==> src/hw/rtl/pga_pkg.sv <==
// ----------------------------------------------------------------------------
// pga_pkg: shared types and constants of the page allocator
// Command and status codes, the controller state type, the controller to
// datapath interface structs and the default sizes of the block.
// ----------------------------------------------------------------------------
`default_nettype none

package pga_pkg;

    localparam int NUM_PAGES_DEF  = 32768;
    localparam int PAGE_SHIFT_DEF = 12;
    localparam int COUNT_BITS_DEF = 8;

    localparam int ADDR_W      = 56;
    localparam int FFP_W       = 15;
    localparam int STATUS_W    = 3;
    localparam int CMD_W       = 2;
    localparam int COUNT_OUT_W = 8;
    localparam int CFG_IDX_W   = 1;

    localparam logic [ADDR_W-1:0] BASE_ADDR_RESET = ADDR_W'(64'h8000_0000);

    typedef enum logic [CMD_W-1:0] {
        CMD_ALLOC = 2'd0,
        CMD_FREE  = 2'd1,
        CMD_INC   = 2'd2,
        CMD_GET   = 2'd3
    } t_cmd;

    typedef enum logic [STATUS_W-1:0] {
        ST_OK    = 3'd0,
        ST_OOM   = 3'd1,
        ST_BAD   = 3'd2,
        ST_UNDER = 3'd3,
        ST_OVER  = 3'd4
    } t_status;

    typedef enum logic [CFG_IDX_W-1:0] {
        CFG_BASE_ADDR  = 1'b0,
        CFG_FIRST_FREE = 1'b1
    } t_cfg_idx;

    typedef enum logic [1:0] {
        S_CLEAR = 2'd0,
        S_IDLE  = 2'd1,
        S_LOOK  = 2'd2,
        S_EXEC  = 2'd3
    } t_state;

    // Commands from the controller to the datapath.
    typedef struct packed {
        logic clear;
        logic accept;
        logic look;
        logic exec;
    } t_dp_cmd;

    // Status from the datapath to the controller.
    typedef struct packed {
        logic clear_last;
        logic out_free;
    } t_dp_sts;

endpackage

`default_nettype wire

==> src/hw/rtl/pga_ctrl.sv <==
// ----------------------------------------------------------------------------
// pga_ctrl: sequencing of the page allocator
// Runs the count clearing pass after reset, then steps each transaction
// through the lookup and execute cycles.
// ----------------------------------------------------------------------------
`default_nettype none

module pga_ctrl
    import pga_pkg::*;
(
    input  wire logic    i_clk,
    input  wire logic    i_rst_n,
    input  wire logic    i_in_valid,
    output logic         o_in_ready,
    output t_dp_cmd      o_cmd,
    input  wire t_dp_sts i_sts
);

    t_state r_state;
    t_state n_state;

    always_ff @(posedge i_clk) begin
        if (!i_rst_n) begin
            r_state <= S_CLEAR;
        end else begin
            r_state <= n_state;
        end
    end

    always_comb begin
        n_state = r_state;
        case (r_state)
            S_CLEAR: begin
                if (i_sts.clear_last) begin
                    n_state = S_IDLE;
                end
            end
            S_IDLE: begin
                if (i_in_valid) begin
                    n_state = S_LOOK;
                end
            end
            S_LOOK: begin
                n_state = S_EXEC;
            end
            S_EXEC: begin
                if (i_sts.out_free) begin
                    n_state = i_in_valid ? S_LOOK : S_IDLE;
                end
            end
            default: begin
                n_state = S_IDLE;
            end
        endcase
    end

    always_comb begin
        o_in_ready   = 1'b0;
        o_cmd.clear  = 1'b0;
        o_cmd.look   = 1'b0;
        o_cmd.exec   = 1'b0;
        case (r_state)
            S_CLEAR: o_cmd.clear = 1'b1;
            S_IDLE:  o_in_ready  = 1'b1;
            S_LOOK:  o_cmd.look  = 1'b1;
            S_EXEC: begin
                // The next transaction is taken in the same cycle the result retires.
                o_cmd.exec = i_sts.out_free;
                o_in_ready = i_sts.out_free;
            end
            default: begin
                o_in_ready = 1'b0;
            end
        endcase
        o_cmd.accept = o_in_ready & i_in_valid;
    end

endmodule

`default_nettype wire

==> config.mk <==
export PLATFORM = sky130hd
export DESIGN_NAME = pga_ctrl
export DESIGN_NICKNAME = d
export VERILOG_FILES = /design/src/hw/rtl/pga_pkg.sv /design/src/hw/rtl/pga_ctrl.sv
export SDC_FILE = /design/constraint.sdc
export NUM_CORES = 1
export LEC_CHECK = 0
export BUFFER_PORTS_ARGS = -buffer_cell sky130_fd_sc_hd__buf_4
export CAP_MARGIN = 20
export CORE_AREA = 2 2 39 41
export CTS_BUF_LIST = sky130_fd_sc_hd__clkbuf_16
export CTS_CLUSTER_DIAMETER = 80
export DETAILED_ROUTE_END_ITERATION = 10
export DIE_AREA = 0 0 41 43
export GPL_ROUTABILITY_DRIVEN = 0
export GPL_TIMING_DRIVEN = 1
export SLEW_MARGIN = 5
export SYNTH_ARGS = -nofsm -noshare
export SYNTH_HDL_FRONTEND = slang
export SYNTH_SLANG_ARGS = --single-unit
==> constraint.sdc <==
create_clock -name i_clk -period 2.7 [get_ports i_clk]
set_clock_uncertainty 0.2 [all_clocks]
set_input_delay 0.54 -clock i_clk [delete_from_list [all_inputs] [get_ports i_clk]]
set_output_delay 0.54 -clock i_clk [all_outputs]
set_load 0.01 [all_outputs]
==> results.cfg, run 1 <==
[outcome]
outcome = finished, final reports clean

[job]
cap_violations = 0

[worst_setup_path]
critPathLaunchType = input pin
required_ns = 1.96
r2r-start = r_state[0]
max_stage_delay_ns = 0.20
r2r_cells = 2
rrSetupSlack_ns = 1.71
cp_cell_sequence = buf_4 > nand2b_1 > and2_2 > buf_4
worstSetupPathType = input pin to primary output
critical_path.most_common_cell = buf_4
crit_arrival_ns = 1.15
worstPathMaxFanout = 3
r2r_end = r_state[1]
end_kind = primary output
cpMaxStageDelayCell = and2_2

[die]
die_area_um2 = 1760
core_area_um2 = 1380
start_util_pct = 9.13
die_w_um = 41
fp.dieH_um = 43
ios = 10
rows = 14

[cells_and_area]
fin_area_um2 = 289
finalNonFillerCells = 42
drive_above_1_share_pct = 69.2
top_register = r_state
reg_top3 = r_state (2)
fillers = 152
fin_nets = 33
largest_reg_flops = 2
antennaDiodeCount = 0
syn2layout_area_growth_pct = 129

[cts]
cts_sinks = 2
htree_levels = 1
cts.clk_slew.worst_paths_ns = 0.03
cts_buffers = 3
hold_buffers = 0
cts_tree = done
clock_tree.root_cell = clkbuf_16
cts_resized = 0
clockBufferDepth = 2
post_cts_buffers = 0
clk_latency_ns = 0.22

[logic_synthesis]
synthArstFlopShare_pct = 0
netlist_instances = 14
synthFlopType = dfxtp_1
synthTopCellsByCount = 2 x and2_2, 2 x dfxtp_1
syn_nets = 19
synth.ff_latch_count = 2
syn_area_per_cell_um2 = 9.03
synth_area_leaders = dfxtp_1 32%, and2_2 12%, a211oi_2 9.9%, and2_4 6.9%, and2b_2 6.9%
syn-cell-area_um2 = 126
synth.top_cell.area_share_pct = 31.7
ys_seq_area_share_pct = 31.7
synth_edf_count = 0
synthDistinctLibCells = 12
synth_top_area_cell = dfxtp_1
yosysWarnings = 0

[detailed_routing]
num_vias = 133
drt_iter0_drc = 4
first_pass_iters = 4
wl_per_cell_um = 6.95
drtAntennaViolNets = 0
viasPerCell = 3.17
wl_um = 292
drcViolationCount = 0

[worst_hold_path]
min_to = r_state[1]
hold_class = input pin to flip-flop
hp-start = i_rst_n
whs_path_depth = 2

[timing]
grt_setup_unrepaired = false
min_period_over_period_pct = 69.9
maxSlewViolCount = 0
hold_violations = 0
worstMarginPinSlew_ns = 0.197
finalSetupTns_ns = 0
fin_crit_ns = 1.89
setup_violations = 0
maxSlewHeadroom_pct = 86.8
max_freq_ghz = 0.530

[global_routing]
grt_antenna_before_repair = 0
gr-total-overflow = 0
grt_pass1_vias = 119
grt_start_max_net_pins = 8
grt_pass1_wl_um = 434
gr-usage-all-layers_pct = 4.60

[power]
power_density_nw_per_um2 = 972
peakVddDrop_mv = 0.256
power.leakage_nw = 0.137

[placed_design]
dpl_cell_area_um2 = 214
dp_cells = 39
numPortBuffers = 9
==> power breakdown <==
group / switching (mW) / total, mW / internal (mW)
Combinational: 0.00982 / 0.0272 / 0.0174
Sequential: 0.00324 / 0.0356 / 0.0323
Clock: 0.0300 / 0.218 / 0.188
Total: 0.0431 / 0.281 / 0.238
==> layer usage <==
layer / track usage [%] / part of all wire (%) / wire, um
met5: 0 / 0 / 0
met4: 6.00 / 2.7 / 8
met3: 6.28 / 14 / 41
met2: 4.38 / 38 / 112
met1: 3.50 / 45 / 130
==> cell families (layout without fill, tap and decap cells) <==
logic type,Yosys count,in the layout,synth area share [%]
buffers and inverters,1,13,2.97
AOI/OAI and AO/OA,3,3,21.8
and+or+nand+nor,8,8,43.6
DFF,2,2,31.7
==> stage by stage <==
stage	setup WS, ns	power [mW]	util, %	hold WS [ns]
floorplan	1.06	0.0492	-	0.330
global placement	0.799	0.0637	15.5	0.386
detailed placement	0.805	0.0638	15.5	0.380
CTS	0.805	0.285	20.9	0.344
global route	0.778	0.294	20.9	0.352
finish	0.814	0.281	20.9	0.343
==> cell usage in the layout (no fill, tap or decap), drive strengths merged <==
cell	n
a211oi	1
a21boi	1
and2	3
and2b	1
and3	1
buf	9
clkbuf	3
dfxtp	2
inv	1
nand2b	1
nor2	1
nor3	1
o21a	1
==> layout make-up <==
cell class,instances,area (um^2),share of cell area [%]
multi-input cells,11,82.6,28.6
well taps,16,20.0,6.93
inverters,1,3.75,1.30
flip-flops and latches,2,40.0,13.9
repair buffers,9,67.6,23.4
clock buffers,3,75.1,26.0
==> worst max-delay path, delay by kind of cell <==
kind                   cells  cell delay, ns
AND/OR/NAND/NOR            2            0.36
buffers and inverters      2            0.24
==> how the worst max path moves through the flow <==
stage | depth (start not counted) | start | endpoint | slack, ns
floorplan | 2 | i_sts[0] | o_in_ready | 1.06
global placement | 4 | i_sts[0] | o_in_ready | 0.80
detailed placement | 4 | i_sts[0] | o_in_ready | 0.80
CTS | 4 | i_sts[0] | o_in_ready | 0.80
global route | 4 | i_sts[0] | o_in_ready | 0.78
finish | 4 | i_sts[0] | o_in_ready | 0.81
No activity file was read; power rests on OpenSTA's default activity.
==> run 2: changes to the inputs <==
- ABC_AREA: not set -> 1
- clock period: 2.7 -> 1.6 ns (I/O delays scaled with it)
==> run 2 against run 1 <==
  * Wire length is 33% higher
  * Clock-buffer cell count unchanged
  * Hold slack lost 0.24 ns
  * Combinational power increased by 140%
  * Largest cell class unchanged
==> results.cfg, run 2 <==
[worst_setup_path]
worstSetupPathType = flip-flop to primary output
required_ns = 1.08
rrSetupSlack_ns = 0.50
cp_cell_sequence = inv_1 > a21oi_2 > and2_4 > buf_4
cpMaxStageDelayCell = dfxtp_4
r2r-start = r_state[0]
r2r_end = r_state[1]
end_kind = primary output
crit_arrival_ns = 1.02
path_buf_inv = 2
startpoint = r_state[0]
critical_path_depth = 4
max_stage_delay_ns = 0.36
critPathLaunchType = flip-flop
worstPathMaxFanout = 6
r2r_cells = 6
cp_top_family = flip-flops
endpoint = o_cmd[2]

[logic_synthesis]
syn_area_per_cell_um2 = 6.00
yosysWarnings = 0
syn-cell-area_um2 = 144
synthDistinctLibCells = 10
synth_top_area_cell = dfxtp_1
synth_edf_count = 0
ys_seq_area_share_pct = 27.8
syn_nets = 29
synthTopCellsByCount = 7 x inv_1, 5 x nand2_1, 3 x nand3_1
synth.most_common_cell = inv_1
netlist_instances = 24
synth.ff_latch_count = 2
synth.top_cell.area_share_pct = 27.8
synth_area_leaders = dfxtp_1 28%, inv_1 18%, nand2_1 13%, nand3_1 10%, nor2_2 8.7%
synthArstFlopShare_pct = 0
synthFlopType = dfxtp_1

[cts]
cts_buffers = 3
clk_latency_ns = 0.22
htree_levels = 1
cts_tree = done
cts_sinks = 2
clockBufferDepth = 2
clock_tree.root_cell = clkbuf_16
cts.clk_slew.worst_paths_ns = 0.03
post_cts_buffers = 0

[worst_hold_path]
hold_class = input pin to flip-flop

[detailed_routing]
num_vias = 182
drtAntennaViolNets = 0
first_pass_iters = 1
viasPerCell = 3.50
drt_iter0_drc = 0
wl_per_cell_um = 7.46
wl_um = 388
drcViolationCount = 0

[global_routing]
grt_pass1_wl_um = 669
gr-total-overflow = 0
gr-usage-all-layers_pct = 6.21
grt_pass1_vias = 194
grt_antenna_before_repair = 0
grt_start_max_net_pins = 7

[timing]
min_period_over_period_pct = 96.4
fin_crit_ns = 1.54
worstMarginPinSlew_ns = 0.158
worst_slack_ns = 0.0583
grt_setup_unrepaired = false
finalSetupTns_ns = 0
maxSlewViolCount = 0
max_freq_ghz = 0.649
maxSlewHeadroom_pct = 89.4
hold_violations = 0
setup_violations = 0

[cells_and_area]
fin_nets = 43
final_common_cell = buf_4
drive_above_1_share_pct = 50.0
final_cell_mix = 9 x buf_4, 7 x inv_1, 5 x nand2_1
syn2layout_area_growth_pct = 117
top_register = r_state
reg_top3 = r_state (2)
antennaDiodeCount = 0
postLayoutCoreUtil_pct = 22.5
largest_reg_flops = 2
finalNonFillerCells = 52

[power]
p_total_mw = 0.498
peakVddDrop_mv = 0.734
power.leakage_nw = 0.167
power_density_nw_per_um2 = 1600

[outcome]
outcome = finished, final reports clean

[placed_design]
numPortBuffers = 9
dp_hpwl_um = 327
dp_cells = 49
place_ws_ns = 0.207

[die]
core_area_um2 = 1380
ios = 10
fp.dieH_um = 43
start_util_pct = 10.4
die_w_um = 41
die_area_um2 = 1760
rows = 14

[job]
cap_violations = 0
==> run 2: routing by layer <==
metal  wire length, um  track usage [%]  vias to the layer above  share of wire, %
li1                  -                -                       95                 -
met2               196             8.44                        7                51
met1               139             5.10                       80                36
met5                 0                0                        -                 0
met4                 0             4.00                        0                 0
met3                52             6.81                        0                13
==> run 2: repair_timing <==
| item | 4_1_cts | 5_1_grt |
|---|---|---|
| hold buffers | 0 | 0 |
| setup endpoints to repair | 1 | 2 |
| resized for setup | 1 | 2 |
| pin swaps | 0 | 0 |
==> run 2: area by class of cell <==
class | count | area, um^2
fillers | 157 | 1070
multi-input cells | 15 | 77.6
clock buffers | 3 | 75.1
repair buffers | 9 | 67.6
flip-flops and latches | 2 | 45.0
inverters | 7 | 26.3
well taps | 16 | 20.0
==> run 2: kinds of logic after synthesis <==
| group | Yosys count | share of synthesized area, % |
|---|---|---|
| buf+inv | 7 | 18.3 |
| simple gates | 13 | 44.3 |
| flops | 2 | 27.8 |
| compound gates | 2 | 9.56 |
==> run 2: worst min-delay path by stage <==
stage / start / endpoint / slack [ns] / cells past startpoint
2_1_floorplan: i_rst_n / r_state[1] / 0.22 / 2
3_3_place_gp: i_rst_n / r_state[1] / 0.32 / 3
3_5_place_dp: i_rst_n / r_state[1] / 0.34 / 3
4_1_cts: i_rst_n / r_state[1] / 0.12 / 3
5_1_grt: i_rst_n / r_state[1] / 0.12 / 3
6_report: i_rst_n / r_state[1] / 0.11 / 3
==> run 2: metrics by stage <==
step / hold slack [ns] / area, um^2
after floorplan: 0.218 / 144
after global placement: 0.321 / 231
after CTS: 0.116 / 308
after global routing: 0.124 / 312
final: 0.107 / 312
after detailed placement: 0.336 / 231
==> run 2: worst reg2reg max path, cell delays in order (launching register included) <==
cell and delay [ns]:
dfxtp_4 0.35, nor2_2 0.14, nand2_1 0.08, nand2_1 0.07, o21ai_1 0.05, nand2_1 0.06, inv_1 0.03
==> run 2: power breakdown <==
group	switching [mW]	internal [mW]	total (mW)
clock	0.0515	0.317	0.369
sequential	0.00794	0.0564	0.0643
combinational	0.0311	0.0332	0.0643
total	0.0906	0.407	0.498
